==> config.mk <==
export PLATFORM = sky130hd
export DESIGN_NAME = lcs_cell
export DESIGN_NICKNAME = d
export VERILOG_FILES = /design/src/hdl/lcs_pkg.sv /design/src/hdl/lcs_cell.sv
export SDC_FILE = /design/constraint.sdc
export NUM_CORES = 1
export LEC_CHECK = 0
export BUFFER_PORTS_ARGS = -buffer_cell sky130_fd_sc_hd__buf_2
export CAP_MARGIN = 20
export CELL_PAD_IN_SITES_DETAIL_PLACEMENT = 2
export CELL_PAD_IN_SITES_GLOBAL_PLACEMENT = 2
export CORE_MARGIN = 1
export CORE_UTILIZATION = 32
export CTS_CLUSTER_DIAMETER = 40
export DETAILED_ROUTE_END_ITERATION = 8
export GPL_ROUTABILITY_DRIVEN = 0
export PLACE_DENSITY = 0.81
export SYNTH_ARGS = -nofsm -noshare
export SYNTH_HDL_FRONTEND = slang
export SYNTH_SLANG_ARGS = --single-unit
==> constraint.sdc <==
create_clock -name clock -period 8.6 [get_ports clock]
set_input_delay 0.86 -clock clock [delete_from_list [all_inputs] [get_ports clock]]
set_output_delay 0.86 -clock clock [all_outputs]
set_load 0.01 [all_outputs]
==> src/hdl/lcs_pkg.sv <==
// Shared constants and types for the longest common substring core.
`default_nettype none
package lcs_pkg;

   localparam int MAX_LEN       = 1024;
   localparam int IDX_W         = (MAX_LEN > 1) ? $clog2(MAX_LEN) : 1;
   localparam int LEN_W         = $clog2(MAX_LEN + 1);
   localparam int SYM_W         = 8;
   localparam int MATCH_LEN_W   = 11;
   localparam int MATCH_START_W = 10;
   localparam int RSP_DATA_W    = ((MATCH_LEN_W + MATCH_START_W + 7) / 8) * 8;

   typedef enum logic {
      OP_LOAD    = 1'b0,
      OP_COMPARE = 1'b1
   } op_type;

   // one row of the DP as it travels down the cell chain
   typedef struct packed {
      logic             valid;
      logic             proc;   // row is evaluated (not past the row limit)
      logic             last;   // final row of the comparison: clear runs behind it
      logic             ovf;    // overflow flag snapshot, meaningful on last
      logic [SYM_W-1:0] sym;
      logic [LEN_W-1:0] diag;   // previous-row run of the left neighbor column
      logic [LEN_W-1:0] best;   // running row maximum
   } wave_type;

   typedef struct packed {
      logic             we;
      logic [IDX_W-1:0] idx;
      logic [SYM_W-1:0] sym;
   } store_wr_type;

endpackage
`default_nettype wire

==> src/hdl/lcs_cell.sv <==
// One column cell: holds a second-string byte and its run length, forwards the row wave.
`default_nettype none
module lcs_cell (
   input  wire                  clock,
   input  wire                  reset,
   input  wire                  advance,
   input  wire [lcs_pkg::IDX_W-1:0] cell_index,
   input  wire [lcs_pkg::LEN_W-1:0] str_len,
   input  lcs_pkg::store_wr_type store_wr,
   input  lcs_pkg::wave_type     wave_i,
   output lcs_pkg::wave_type     wave_o
);
   import lcs_pkg::*;

   logic [SYM_W-1:0] char_ff;
   logic [LEN_W-1:0] run_ff;
   logic [LEN_W-1:0] run_in;
   logic [LEN_W-1:0] run_new;
   wave_type         wave_ff;
   wave_type         wave_in;
   logic             active;

   always_comb begin
      active  = LEN_W'(cell_index) < str_len;
      run_new = (char_ff == wave_i.sym) ? wave_i.diag + 1'b1 : '0;
      wave_in      = wave_i;
      wave_in.diag = run_ff;   // neighbor sees this column's previous-row run
      run_in       = run_ff;
      if (wave_i.valid && wave_i.proc && active) begin
         run_in = run_new;
         if (run_new > wave_i.best) begin
            wave_in.best = run_new;
         end
      end
      if (wave_i.valid && wave_i.last) begin
         run_in = '0;
      end
   end

   always_ff @(posedge clock) begin
      if (reset) begin
         wave_ff.valid <= 1'b0;
         run_ff        <= '0;
      end else if (advance) begin
         wave_ff <= wave_in;
         run_ff  <= run_in;
      end
   end

   always_ff @(posedge clock) begin
      if (store_wr.we && (store_wr.idx == cell_index)) begin
         char_ff <= store_wr.sym;
      end
   end

   assign wave_o = wave_ff;

endmodule
`default_nettype wire

==> qor.csv <==
metric,value,unit
run status,"finished, final reports clean",
combinational share of power,0.149,
CTS tree,done,
Post-synth EDFFs,41,
VDD IR-drop max,0.0712,mV
RSZ-0062 raised after global routing,false,
Yosys reg bits,53,
port bufs,110,
CP endpoint kind,flop,
GRT overflow,0,
Cell Pwr Density,140,mW/mm²
worst slew pin tran,0.980,ns
Slew Limit Fails,0,
Vias,2222,
drt wl/cell,15.5,µm
"Primary FF master, synth",edfxtp_1,
part of the cycle the worst path needs,0.493,
layout cells sized above 1,0.354,
maximum clock path buffer count,2,
Synth Area in Adders,0.0919,
crit path kind,in -> reg,
Flop pwr share,0.563,
"Setup Fix Bufs, Post-CTS",0,
Fillers,939,
Ys Warns,0,
min Tclk post-route,4.24,ns
"commonest non-fill, non-tap cell in the layout",buf_2,
CTS sink count,53,
Reg2Reg Setup Slack,4.60,ns
Synth top area share,0.430,
drt first pass iters,3,
switch share,0.257,
Num CTS Buffers,5,
"critical path fanouts, max",22,
ys async rst share,0,
"Seq/Total Area, Yosys",0.514,
CTS resizes,0,
Fmax achieved,236,MHz
area grow syn2layout,26.9,%
Setup Viol. Count Final,0,
post-route cell area,0.00363,mm²
main combinational cell family by area after synthesis,simple AND/OR/NAND/NOR gates,
Hold Crit Class,reg -> reg,
DP Area,0.00353,mm²
Syn Nets,343,
global-route wire length before repair,11100,µm
DRT iter0 DRCs,41,
Leak,0.00161,µW
setup tns final,0,ns
vias in the first global route,2301,
diode count,0,
Compound-Gate Fraction of Synth Area,0.0407,
Slew Limit Headroom,0.345,
Internal Power,378,µW
Seq. cell area,0.00147,mm²
post-synthesis simple-gate area fraction,0.139,
final wirelength,7220,µm
cells after synthesis,245,
Root Buffer,clkbuf_8,
core area,0.00868,mm²
footprint of the multi-input gates,0.00128,mm²
"Clk pin slew, worst setup/hold paths",0.11,ns
Mapped Avg Cell Area,11.7,µm²
largest net degree at the start of global routing,34,
Die H,96.5,µm
GRT Overall Usage,0.158,
Top Ports,111,
CP Launch Type,primary input,
Layout Skew,0.00975,ns
later-pin clock latency in the skew report,0.30,ns
initial antenna violation count,0,
number of antenna-violating nets in the routed design,0,
dpl hpwl,5900,µm
Die ar.,0.00932,mm²
Die X,96.5,µm
max cap viols,0,
mapped cell area,0.00286,mm²
drt drc,0,
Post-Synth XOR/XNOR Area,0.0827,
Final Hold Fails,0,
top post-synthesis cells by area,"edfxtp_1 (43%), ha_1 (9.2%), dfxtp_1 (8.4%), mux2_1 (8.3%), xnor2_1 (5.2%)",
H-Tree Depth,2,
NumNets Final,456,
mux share of post-synthesis cell area,0.0897,
most frequent cells in the layout,"buf_2 (111), edfxtp_1 (41), inv_1 (24)",
"Arr. time, crit path",4.29,ns
drt via density,4.76,
Initial Utilization,0.330,
hold_buf cts,0,
"area leader, netlist",edfxtp_1,
row count,34,
"Req. time, crit path",8.65,ns
NetSw,131,µW
synth unique cells,31,
clock share of power,0.289,
through the flow:
stage / hold WS (ns) / cells / total power (µW) / utilization / setup WS (ns)
3_3_place_gp: 0.405 / 457 / 365 / 0.406 / 4.08
4_1_cts: 0.441 / 466 / 519 / 0.417 / 4.29
5_1_grt: 0.457 / 467 / 537 / 0.418 / 3.92
2_1_floorplan: 0.401 / 245 / 329 / - / 5.20
3_5_place_dp: 0.411 / 458 / 369 / 0.407 / 3.98
6_report: 0.439 / 467 / 509 / 0.418 / 4.36
flip-flops by register name, indices dropped and copies added (netlist names):
name / flops
wave_o: 34
char_ff: 8
run_ff: 11
kinds of logic after synthesis:
kind of cell    Yosys count
simple gates             74
flops                    53
buf+inv                  30
xor+xnor                 27
mux                      23
fa+ha+maj                21
compound gates           17
layer usage:
layer  track usage  vias to the layer above  wire [µm]  share of wire
li1              -                     1088          -              -
met1         0.196                     1072       3000           0.42
met2         0.284                       58       3840           0.53
met3        0.0250                        4        319          0.044
met4        0.0404                        0         56         0.0078
met5             0                        -          0              0
final cells by class:
class / count / area share
Multi-Input combinational cell: 162 / 0.352
Timing Repair Buffer: 112 / 0.155
Inverter: 24 / 0.0248
Clock inverter: 3 / 0.00689
Tap cell: 108 / 0.0372
Clock buffer: 5 / 0.0190
Sequential cell: 53 / 0.405
cell usage after synthesis (7+ instances only):
cell type,number
nand2_1,7
xor2_1,10
inv_1,24
xnor2_1,17
edfxtp_1,41
nand3_1,7
nor3_1,16
nor2_1,15
ha_1,21
nor2b_1,13
dfxtp_1,12
mux2_1,21
worst max-delay path, stage by stage:
cell	delay [ns]
buf_2	0.12
xor2_1	0.16
nor4_1	0.31
nand2_1	0.47
or2_2	0.47
ha_1	0.18
nand3b_1	0.16
a211oi_1	0.26
a2111oi_2	0.10
nor3b_2	0.78
mux2_1	0.41
worst paths after layout:
| kind | end | start | depth (start not counted) |
|---|---|---|---|
| min reg2reg | wave_o[12]$_DFFE_PP_ | run_ff[1]$_SDFFE_PP0P_ | 0 |
| max | wave_o[1]$_DFFE_PP_ | wave_i[27] | 11 |
| max reg2reg | wave_o[1]$_DFFE_PP_ | char_ff[5]$_DFFE_PP_ | 10 |
| min | wave_o[12]$_DFFE_PP_ | run_ff[1]$_SDFFE_PP0P_ | 0 |
power by group through the flow:
| stage | clock [µW] | sequential (µW) | combinational [µW] |
|---|---|---|---|
| floorplan | 0 | 298 | 31.2 |
| global placement | 0 | 292 | 73.1 |
| detailed placement | 0 | 293 | 76.7 |
| CTS | 155 | 287 | 77.3 |
| global route | 164 | 288 | 85.0 |
| finish | 147 | 287 | 75.7 |
No activity file was read; power rests on OpenSTA's default activity.
