### src/hdl/lcs_pkg.sv
// Shared constants and types for the longest common substring core.
`default_nettype none
package lcs_pkg;

   localparam int MAX_LEN       = 1024;
   localparam int IDX_W         = (MAX_LEN > 1) ? $clog2(MAX_LEN) : 1;
   localparam int LEN_W         = $clog2(MAX_LEN + 1);
   localparam int SYM_W         = 8;
   localparam int MATCH_LEN_W   = 11;
   localparam int MATCH_START_W = 10;
   localparam int RSP_DATA_W    = ((MATCH_LEN_W + MATCH_START_W + 7) / 8) * 8;

   typedef enum logic {
      OP_LOAD    = 1'b0,
      OP_COMPARE = 1'b1
   } op_type;

   // one row of the DP as it travels down the cell chain
   typedef struct packed {
      logic             valid;
      logic             proc;   // row is evaluated (not past the row limit)
      logic             last;   // final row of the comparison: clear runs behind it
      logic             ovf;    // overflow flag snapshot, meaningful on last
      logic [SYM_W-1:0] sym;
      logic [LEN_W-1:0] diag;   // previous-row run of the left neighbor column
      logic [LEN_W-1:0] best;   // running row maximum
   } wave_type;

   typedef struct packed {
      logic             we;
      logic [IDX_W-1:0] idx;
      logic [SYM_W-1:0] sym;
   } store_wr_type;

endpackage
`default_nettype wire

### src/hdl/lcs_tail.sv
// Chain exit: tracks the best row, forms the result and holds it for the output.
`default_nettype none
module lcs_tail (
   input  wire                  clock,
   input  wire                  reset,
   input  lcs_pkg::wave_type     wave_i,
   input  wire                  rsp_tready,
   output logic                 advance,
   output logic                 chain_exit,
   output logic                 rsp_valid,
   output logic [lcs_pkg::MATCH_LEN_W-1:0]   rsp_len,
   output logic [lcs_pkg::MATCH_START_W-1:0] rsp_start,
   output logic                 rsp_ovf
);
   import lcs_pkg::*;

   logic [LEN_W-1:0]         best_ff, best_new;
   logic [IDX_W-1:0]         end_ff, end_new;
   logic [IDX_W-1:0]         row_ff;
   logic [LEN_W-1:0]         start;
   logic                     rsp_valid_ff, rsp_valid_in;
   logic [MATCH_LEN_W-1:0]   rsp_len_ff;
   logic [MATCH_START_W-1:0] rsp_start_ff;
   logic                     rsp_ovf_ff;
   logic                     done;

   always_comb begin
      advance    = !rsp_valid_ff || rsp_tready;
      chain_exit = wave_i.valid && advance;
      done       = chain_exit && wave_i.last;

      best_new = best_ff;
      end_new  = end_ff;
      // strictly longer only: ties stay with the earliest row
      if (wave_i.proc && (wave_i.best > best_ff)) begin
         best_new = wave_i.best;
         end_new  = row_ff;
      end
      start = (best_new == '0) ? '0 : LEN_W'(end_new) + 1'b1 - best_new;

      rsp_valid_in = done || (rsp_valid_ff && !rsp_tready);
   end

   always_ff @(posedge clock) begin
      if (reset) begin
         best_ff      <= '0;
         end_ff       <= '0;
         row_ff       <= '0;
         rsp_valid_ff <= 1'b0;
      end else begin
         rsp_valid_ff <= rsp_valid_in;
         if (chain_exit) begin
            if (wave_i.last) begin
               best_ff <= '0;
               end_ff  <= '0;
               row_ff  <= '0;
            end else begin
               best_ff <= best_new;
               end_ff  <= end_new;
               if (wave_i.proc) begin
                  row_ff <= row_ff + 1'b1;
               end
            end
         end
      end
   end

   always_ff @(posedge clock) begin
      if (done) begin
         rsp_len_ff   <= MATCH_LEN_W'(best_new);
         rsp_start_ff <= MATCH_START_W'(start);
         rsp_ovf_ff   <= wave_i.ovf;
      end
   end

   assign rsp_valid = rsp_valid_ff;
   assign rsp_len   = rsp_len_ff;
   assign rsp_start = rsp_start_ff;
   assign rsp_ovf   = rsp_ovf_ff;

endmodule
`default_nettype wire

### config.mk
export PLATFORM = sky130hd
export DESIGN_NAME = lcs_tail
export DESIGN_NICKNAME = d
export VERILOG_FILES = /design/src/hdl/lcs_pkg.sv /design/src/hdl/lcs_tail.sv
export SDC_FILE = /design/constraint.sdc
export NUM_CORES = 1
export LEC_CHECK = 0
export ABC_AREA = 1
export BUFFER_PORTS_ARGS = -buffer_cell sky130_fd_sc_hd__buf_2
export CAP_MARGIN = 20
export CORE_MARGIN = 5
export CORE_UTILIZATION = 36
export DETAILED_ROUTE_END_ITERATION = 8
export PLACE_DENSITY = 0.64
export SETUP_SLACK_MARGIN = 0.15
export SYNTH_ARGS = -nofsm -noshare
export SYNTH_HDL_FRONTEND = slang
export SYNTH_SLANG_ARGS = --single-unit
### constraint.sdc
create_clock -name clock -period 5 [get_ports clock]
set_clock_uncertainty 0.15 [all_clocks]
set_input_delay 0.75 -clock clock [delete_from_list [all_inputs] [get_ports clock]]
set_output_delay 0.75 -clock clock [all_outputs]
set_load 0.01 [all_outputs]
==> results.md <==
* Post-CTS Setup Inserts at 0
* Clock Tree Root: clkbuf_8
* Yosys reg bits at 54
* Per-cell routed wire length at 12.0 um
* Hold/Removal Path Class: reg2reg
* Die area at 0.0111 mm^2
* Nets at 511
* Clk sinks at 54
* Status: completed
* Post-synth top area share at 20.1%
* CTS tree: yes
* Post-synth EDFFs at 22
* Asr flop ratio synth at 0%
* Worst path cell trace: buf_2 > ha_1 > nand2_2 > a21oi_1 > nor2_1 > nand3_4 > nand2_4 > nand2_1 > o21ai_1 > or2_2 > nand2_1 > ha_1 > fa_1 > nand2_1 > inv_1 > o21ai_0 > nand2_1 > a21oi_1 > xnor2_1 > inv_1 > a21oi_1 > nor2_1
* Post-DR vias/cell at 4.67
* Port Buf Inserts at 42
* CTS Hold Bufs at 0
* Delay-heaviest family, CP: simple AND/OR/NAND/NOR gates
* First-iteration detailed-routing DRC count at 97
* Yosys Warn Count at 0
* Residual overflow from global routing at 0
* Layout cells sized above 1 at 22.0%
* Pre-CTS setup slack at 415 ps
* Top Usage Layer GRT: met2
* Cell taking the most area after synthesis: edfxtp_1
* Final HPWL DP at 5060 um
* Yosys cell types at 39
* Die H at 105 um
* Cell count after synthesis at 405
* Slowest CP cell: fa_1
* Synthesized Nets at 471
* I/O pin total at 62
* CP required at 4910 ps
* RSZ-0062 raised after global routing: false
* CP startpoint kind: primary input
* H-Tree Depth at 2
* CP Max Fanout at 30
* Worst skew pair latency at 310 ps
* Synthesized cell area at 0.00328 mm^2
* Detail Route Antenna Nets at 0
* Post-cts gate resize count at 0
* Critical Path Most Common Cell: nand2_1
* Final Max Slew Viols at 0
* Worst setup path start: wave_i[10]
* Critical Path AT at 4190 ps
* Crit-path max cell delay at 390 ps
* Clock slew at the register clock pins of the worst setup and hold paths at 90 ps
* Residual DRC at 0
* Clock buffer depth at 2
* Fin crit share at 85.7%
* Main flop type after synthesis: dfxtp_1
* Maximum capacitance violations at 0
* Slew @ Worst Pin at 582 ps
* Largest net degree at the start of global routing at 31
* Rows at 34
* Initial core utilization at 37.2%
* RePlAce Congestion at 0.780
* Die width at 105 um
* Via count at 2588
* Router iterations before antenna repair at 4
* Global Route met2 Usage at 21.9%
* Core ar. at 0.00881 mm^2
* GR Util met3 at 1.77%
* Endpoints failing hold at 0
* Sequential fraction of the synthesis area at 39.7%
* First-pass GRT wire length at 11700 um
* Max VDD drop at 0.0937 mV
* CTS buffer count at 5
* Hold Crit Start: end_ff[6]
* Setup TNS at 0 ps
* Fin crit period at 4290 ps
* Worst setup path class: in2reg
* Max Fclk at 233 MHz
* Top post-synthesis cells by area: edfxtp_1 20%, dfxtp_1 20%, nand2_1 12%
* GRT Total Usage at 12.7%
* Crit end category: flop
* Final setup viols at 0
* Number of global-route vias before repair at 2555
* Setup ws final at 713 ps
* Buf/Inv on CP at 3
* Leakage at 0.00165 uW
* Area growth from synthesis to layout at 12.0%
* Met1 Usage GRT at 16.6%
* Final wirelength at 6680 um
* PD cells at 263 mW/mm^2
* Slew HR at 61.0%
* Worst r2r src: best_ff[10]
* Antenna Cells at 0
* Antenna violations before repair at 0
* Syn avg cell area at 8.10 um^2
[worst paths after layout]
kind / to / slack [ps] / depth (start not counted)
max reg2reg: rsp_start[9] / 860 / 22
min: end_ff[6] / 320 / 2
max: rsp_start[9] / 710 / 22
min reg2reg: end_ff[6] / 320 / 2
[cells in the mapped netlist (2+ instances only)]
cell type,instances
o21ai_1,3
o21ai_0,4
o21ai_2,9
xor2_1,5
nand3_1,11
nor2_1,15
ha_1,28
a21oi_1,37
nand3b_1,9
inv_1,60
nand4_1,2
nand3_4,2
inv_2,2
a221oi_1,2
buf_6,2
edfxtp_1,22
nand2_1,107
nand2_4,2
clkbuf_1,6
dfxtp_1,32
nor2_2,4
nand2_2,23
nor2_4,2
[placed cells by master, fill, tap and decap left out, drive strengths merged, types with 2 or more instances in the layout]
cell | synthesis | layout
buf | 5 | 44
or2 | 2 | 2
nand3b | 9 | 9
a221oi | 2 | 2
xor2 | 5 | 5
dfxtp | 32 | 32
nor2 | 21 | 21
nand3 | 13 | 13
a21oi | 38 | 38
edfxtp | 22 | 22
nand2 | 132 | 132
clkbuf | 6 | 8
nand4 | 3 | 3
o21ai | 16 | 16
ha | 28 | 28
inv | 62 | 62
[per-stage QoR]
step	instance area, um^2	hold WS, ps	utilization, %	std cells	power, uW
after CTS	3660	322	41.5	553	979
after global placement	3560	301	40.4	545	701
after detailed placement	3560	307	40.4	545	705
final	3670	318	41.7	554	966
after global routing	3670	338	41.7	554	1020
after floorplan	3280	289	-	405	657
[worst min-delay path, cell delays in order (launching register included)]
cell and delay [ps]:
dfxtp_1 320, nand2_1 60, a21oi_1 50
[logic make-up after synthesis]
logic type,after synthesis,share of synthesized area (%)
AND/OR/NAND/NOR,183,27.0
buffers and inverters,74,9.58
AO/OA/AOI/OAI,59,10.8
flip-flops,54,39.7
adder cells (fa/ha/maj),29,11.3
XOR/XNOR,6,1.60
[cell type report]
class | count | area, um^2
tap | 108 | 135
multi-input combinational | 277 | 1670
inverter | 63 | 236
timing repair buffer | 44 | 233
sequential | 54 | 1300
clock buffer | 8 | 101
fill | 888 | 5130
[power breakdown]
part | internal [uW] | switching (uW) | total, uW
clock network | 130 | 141 | 271
registers | 483 | 5.13 | 488
logic | 72.5 | 134 | 207
total | 686 | 280 | 966
[registers in the layout (all words and copies together), names as in the netlist]
| signal | cells |
|---|---|
| best_ff | 11 |
| rsp_len | 11 |
| end_ff | 10 |
| row_ff | 10 |
| rsp_start | 10 |
| rsp_ovf | 1 |
| rsp_valid | 1 |
[layer usage]
metal	wire (um)	up-vias	share of wire (%)
li1	-	1373	-
met1	3250	1172	49
met2	3080	36	46
met3	259	7	3.9
met4	91	0	1.4
met5	0	-	0
(Power assumes the default switching activity.)
