### src/hdl/lcs_pkg.sv
// Shared constants and types for the longest common substring core.
`default_nettype none
package lcs_pkg;

   localparam int MAX_LEN       = 1024;
   localparam int IDX_W         = (MAX_LEN > 1) ? $clog2(MAX_LEN) : 1;
   localparam int LEN_W         = $clog2(MAX_LEN + 1);
   localparam int SYM_W         = 8;
   localparam int MATCH_LEN_W   = 11;
   localparam int MATCH_START_W = 10;
   localparam int RSP_DATA_W    = ((MATCH_LEN_W + MATCH_START_W + 7) / 8) * 8;

   typedef enum logic {
      OP_LOAD    = 1'b0,
      OP_COMPARE = 1'b1
   } op_type;

   // one row of the DP as it travels down the cell chain
   typedef struct packed {
      logic             valid;
      logic             proc;   // row is evaluated (not past the row limit)
      logic             last;   // final row of the comparison: clear runs behind it
      logic             ovf;    // overflow flag snapshot, meaningful on last
      logic [SYM_W-1:0] sym;
      logic [LEN_W-1:0] diag;   // previous-row run of the left neighbor column
      logic [LEN_W-1:0] best;   // running row maximum
   } wave_type;

   typedef struct packed {
      logic             we;
      logic [IDX_W-1:0] idx;
      logic [SYM_W-1:0] sym;
   } store_wr_type;

endpackage
`default_nettype wire

### src/hdl/lcs_front.sv
// Input stage: holds one beat, writes the second string, launches row waves.
`default_nettype none
module lcs_front (
   input  wire                  clock,
   input  wire                  reset,
   input  wire                  req_tvalid,
   output logic                 req_tready,
   input  lcs_pkg::op_type       req_op,
   input  wire [lcs_pkg::SYM_W-1:0] req_sym,
   input  wire                  req_last,
   input  wire                  advance,
   input  wire                  chain_exit,
   output lcs_pkg::wave_type     wave_o,
   output lcs_pkg::store_wr_type store_wr,
   output logic [lcs_pkg::LEN_W-1:0] str_len
);
   import lcs_pkg::*;

   logic             in_full_ff, in_full_in;
   op_type           in_op_ff;
   logic [SYM_W-1:0] in_sym_ff;
   logic             in_last_ff;
   logic [LEN_W-1:0] len_ff, len_in;
   logic             fresh_ff, fresh_in;
   logic [LEN_W-1:0] row_ff, row_in;
   logic             ovf_ff, ovf_in;
   logic [LEN_W-1:0] flight_ff, flight_in;
   logic             is_cmp;
   logic             issue;
   logic             row_over;
   logic [LEN_W-1:0] wr_idx;

   always_comb begin
      is_cmp   = in_op_ff == OP_COMPARE;
      // loads wait until no row is in flight, so every row sees one string
      issue    = in_full_ff && (is_cmp ? advance : (flight_ff == '0));
      row_over = row_ff >= LEN_W'(MAX_LEN);
      wr_idx   = fresh_ff ? '0 : len_ff;

      len_in   = len_ff;
      fresh_in = fresh_ff;
      row_in   = row_ff;
      ovf_in   = ovf_ff;

      store_wr.we  = 1'b0;
      store_wr.idx = wr_idx[IDX_W-1:0];
      store_wr.sym = in_sym_ff;

      wave_o.valid = 1'b0;
      wave_o.proc  = !row_over;
      wave_o.last  = in_last_ff;
      wave_o.ovf   = ovf_ff | row_over;
      wave_o.sym   = in_sym_ff;
      wave_o.diag  = '0;
      wave_o.best  = '0;

      if (issue) begin
         if (!is_cmp) begin
            fresh_in = in_last_ff;
            if (wr_idx < LEN_W'(MAX_LEN)) begin
               store_wr.we = 1'b1;
               len_in      = wr_idx + 1'b1;
            end else begin
               len_in = wr_idx;
               ovf_in = 1'b1;
            end
         end else begin
            if (row_over) begin
               ovf_in = 1'b1;
            end else begin
               row_in       = row_ff + 1'b1;
               wave_o.valid = 1'b1;
            end
            if (in_last_ff) begin
               // a last beat past the row limit still carries the result out
               wave_o.valid = 1'b1;
               row_in       = '0;
               ovf_in       = 1'b0;
            end
         end
      end

      flight_in = flight_ff;
      if (wave_o.valid && !chain_exit) begin
         flight_in = flight_ff + 1'b1;
      end else if (!wave_o.valid && chain_exit) begin
         flight_in = flight_ff - 1'b1;
      end

      req_tready = !in_full_ff || issue;
      in_full_in = in_full_ff;
      if (req_tvalid && req_tready) begin
         in_full_in = 1'b1;
      end else if (issue) begin
         in_full_in = 1'b0;
      end
   end

   always_ff @(posedge clock) begin
      if (reset) begin
         in_full_ff <= 1'b0;
         len_ff     <= '0;
         fresh_ff   <= 1'b1;
         row_ff     <= '0;
         ovf_ff     <= 1'b0;
         flight_ff  <= '0;
      end else begin
         in_full_ff <= in_full_in;
         len_ff     <= len_in;
         fresh_ff   <= fresh_in;
         row_ff     <= row_in;
         ovf_ff     <= ovf_in;
         flight_ff  <= flight_in;
      end
   end

   always_ff @(posedge clock) begin
      if (req_tvalid && req_tready) begin
         in_op_ff   <= req_op;
         in_sym_ff  <= req_sym;
         in_last_ff <= req_last;
      end
   end

   assign str_len = len_ff;

endmodule
`default_nettype wire

### config.mk
export PLATFORM = sky130hd
export DESIGN_NAME = lcs_front
export DESIGN_NICKNAME = d
export VERILOG_FILES = /design/src/hdl/lcs_pkg.sv /design/src/hdl/lcs_front.sv
export SDC_FILE = /design/constraint.sdc
export NUM_CORES = 1
export LEC_CHECK = 0
export BUFFER_PORTS_ARGS = -buffer_cell sky130_fd_sc_hd__clkbuf_2
export CORE_MARGIN = 2
export CORE_UTILIZATION = 57
export DETAILED_ROUTE_END_ITERATION = 8
export PLACE_DENSITY = 0.95
export SLEW_MARGIN = 10
export SYNTH_ARGS = -nofsm -noshare
export SYNTH_HDL_FRONTEND = slang
export SYNTH_SLANG_ARGS = --single-unit
### constraint.sdc
create_clock -name clock -period 9.7 [get_ports clock]
set_clock_uncertainty 0.2 [all_clocks]
set_input_delay 1.94 -clock clock [delete_from_list [all_inputs] [get_ports clock]]
set_output_delay 1.94 -clock clock [all_outputs]
set_load 0.1 [all_outputs]
==> metrics <==
Synth Register Bits=46; setup_tns=0 ns; design area=0.00318 mm^2; Initial Util=58.2%; antenna violations before repair=0; Pwr Density=212 mW/mm^2; pre-CTS setup slack=4.35 ns; CP max FO=14; RSZ-0062 raised after global routing=false; number of synthesized flops with an enable pin=10; Bufs on Longest Clock Path=2; register area=0.00102 mm^2; H-tree depth=2; Max-slew headroom=27.4%; top-count cell post-synth=dfxtp_1; Area after DPL=0.00307 mm^2; Yosys top cell by area=dfxtp_1; DR vias=2646; Detailed Route WL=6.55 mm; post_cts resized=0; Clock Sink Count=46; Comb pwr share=43.2%; Skew-Pair Late Insertion Delay=0.31 ns; max incr delay on CP=0.54 ns; port bufs=57; Yosys cell types=56; Hold Buf Count CTS=0; Sequential Power Share=35.4%; Worst EP required=7.56 ns; WP data arrival=3.28 ns; worst min-delay path class=flip-flop to flip-flop; Fmax=0.184 GHz; vias in the first global route=2215; clock power share=21.4%; area of the multi-input gates=0.00163 mm^2; Worst setup SP type=primary input; WS Path Type=primary input to output pin; first-pass GRT wire length=10.1 mm; Metal-1 WL=2.68 mm; Int Pwr=385 uW; Syn-to-layout area delta=8.53%; DRC violations left=0; largest net degree at the start of global routing=40; hold path depth=2; Top cell by count, worst path=clkbuf_2; ys flop type=dfxtp_1; period utilisation layout=55.9%; final antenna-violating net count=0; GP Congestion=0.838; fin crit period=5.42 ns; DR iter-0 viols=180; Num CTS Buffers=5; switching power=290 uW; R2R depth=12; GRT Overall Usage=22.6%; First-pass DRT Iterations=5; outcome=complete, no violations; die area=0.00574 mm^2; Die Ht=75.7 um; Slew Viols, Final=0; synth top area cells=dfxtp_1, edfxtp_1, buf_4; global route total overflow=0; root buffer cell=clkbuf_8; setup ws final=4.28 ns; Synthesis Warnings=0; postcts setup bufs=0; slowest stage cell, crit path=clkbuf_2; synthesized area per cell=8.55 um^2; sw frac=42.9%; top cell type's share of synthesized area=24.6%; met2 wire length=3.32 mm; dpl hpwl=4.38 mm; Max VDD drop=0.0000883 V; Antenna Cells=0; final hold viol count=0; area of the core=0.00504 mm^2; Site Rows=26; Post-synth ARST share=0%; wire length per cell=14.5 um; Synth top cells by count=dfxtp_1, buf_4, a21oi_1; Layout fillers=414; Gate Count Post-Synth=343; LEAKAGE=0.00131 uW; Worst Tran Pin Value=1.08 ns; post-layout util=63.1%; die width=75.7 um; post-synthesis sequential area ratio=34.8%; Avg Vias per Cell=5.85; layout cells sized above 1=19.4%; Ports=80; CTS clock-pin slew for the worst setup and hold paths=0.08 ns; max cap viols=0; setup violators final=0; Top Metal Used=met4; TritonCTS clock tree=built; Layout Nets=410; Worst setup EP type=output pin; CP cell instances=clkbuf_2 -> a31oi_1 -> or2_4 -> inv_1 -> clkbuf_2; Met3 Wirelength=377 um; Netlist Area Pre-Place=0.00293 mm^2
-- flip-flops by register name, indices dropped and copies added (netlist names) --
register	count
row_ff	11
in_sym_ff	8
in_full_ff	1
ovf_ff	1
str_len	11
in_last_ff	1
fresh_ff	1
flight_ff	11
in_op_ff	1
-- worst max-delay path, delay by kind of cell --
family / cells / cell delay (ns)
simple gates: 1 / 0.32
compound gates: 1 / 0.06
buf+inv: 3 / 0.96
-- layout make-up --
type / instances / area share (%)
Multi-Input combinational cell: 257 / 51.1
Sequential cell: 46 / 32.1
Timing Repair Buffer: 57 / 8.96
Tap cell: 70 / 2.75
Clock buffer: 6 / 2.28
Inverter: 14 / 1.65
Clock inverter: 2 / 1.18
-- routing by layer --
metal | global-route usage, % | vias to the layer above
li1 | - | 1282
met1 | 29.4 | 1233
met2 | 35.8 | 113
met3 | 4.76 | 18
met4 | 10.7 | 0
met5 | 0 | -
-- cells by family (layout without fill, tap and decap cells) --
group                    Yosys count  count (layout)  synth area share, %
XOR/XNOR                           1               1                0.299
AND/OR/NAND/NOR                  125             125                 24.4
flip-flops                        46              46                 34.8
buffers and inverters             61              79                 12.4
adder cells (fa/ha/maj)           14              14                 6.23
multiplexers                       4               4                 1.41
other                              1              22                0.128
AO/OA/AOI/OAI                     91              91                 20.3
-- through the flow --
step / instances / hold slack [ns] / total power, uW
final: 452 / 0.302 / 674
after detailed placement: 444 / 0.300 / 525
after floorplan: 364 / 0.255 / 492
after global routing: 452 / 0.340 / 709
after global placement: 444 / 0.284 / 515
after CTS: 452 / 0.310 / 671
-- power groups by stage --
stage / sequential (uW) / clock (uW) / combinational [uW]
CTS: 237 / 145 / 288
floorplan: 254 / 0 / 238
detailed placement: 241 / 0 / 283
global route: 241 / 153 / 315
finish: 239 / 144 / 291
global placement: 241 / 0 / 275
-- final timing paths --
check	start	slack (ns)	end
setup / recovery	advance	4.28	wave_o[33]
hold / removal	flight_ff[6]	0.30	flight_ff[6]
setup reg to reg	flight_ff[7]	5.46	flight_ff[10]
hold reg to reg	flight_ff[6]	0.30	flight_ff[6]
-- layout by cell type (no fill, tap or decap), types with 2 or more instances in the layout --
master,synthesis,final
or4_1,2,2
a211oi_1,2,2
o21ai_0,22,22
clkbuf_8,0,5
nor3_1,6,6
nor3b_1,5,5
dfxtp_1,36,36
clkbuf_2,0,57
nand3_1,14,14
and2_1,3,3
nand2_1,22,22
o211a_1,2,2
edfxtp_1,10,10
a21oi_1,24,24
inv_1,14,14
o211ai_1,8,8
conb_1,1,22
nor2_1,20,20
nor4_2,2,2
or3_1,7,7
and3_1,9,9
nor4b_1,2,2
o21a_1,3,3
mux2i_1,3,3
a32o_1,6,6
a31oi_1,12,12
ha_1,13,13
nand4_1,6,6
a41oi_1,2,2
nor2b_1,15,15
(Power assumes the default switching activity.)
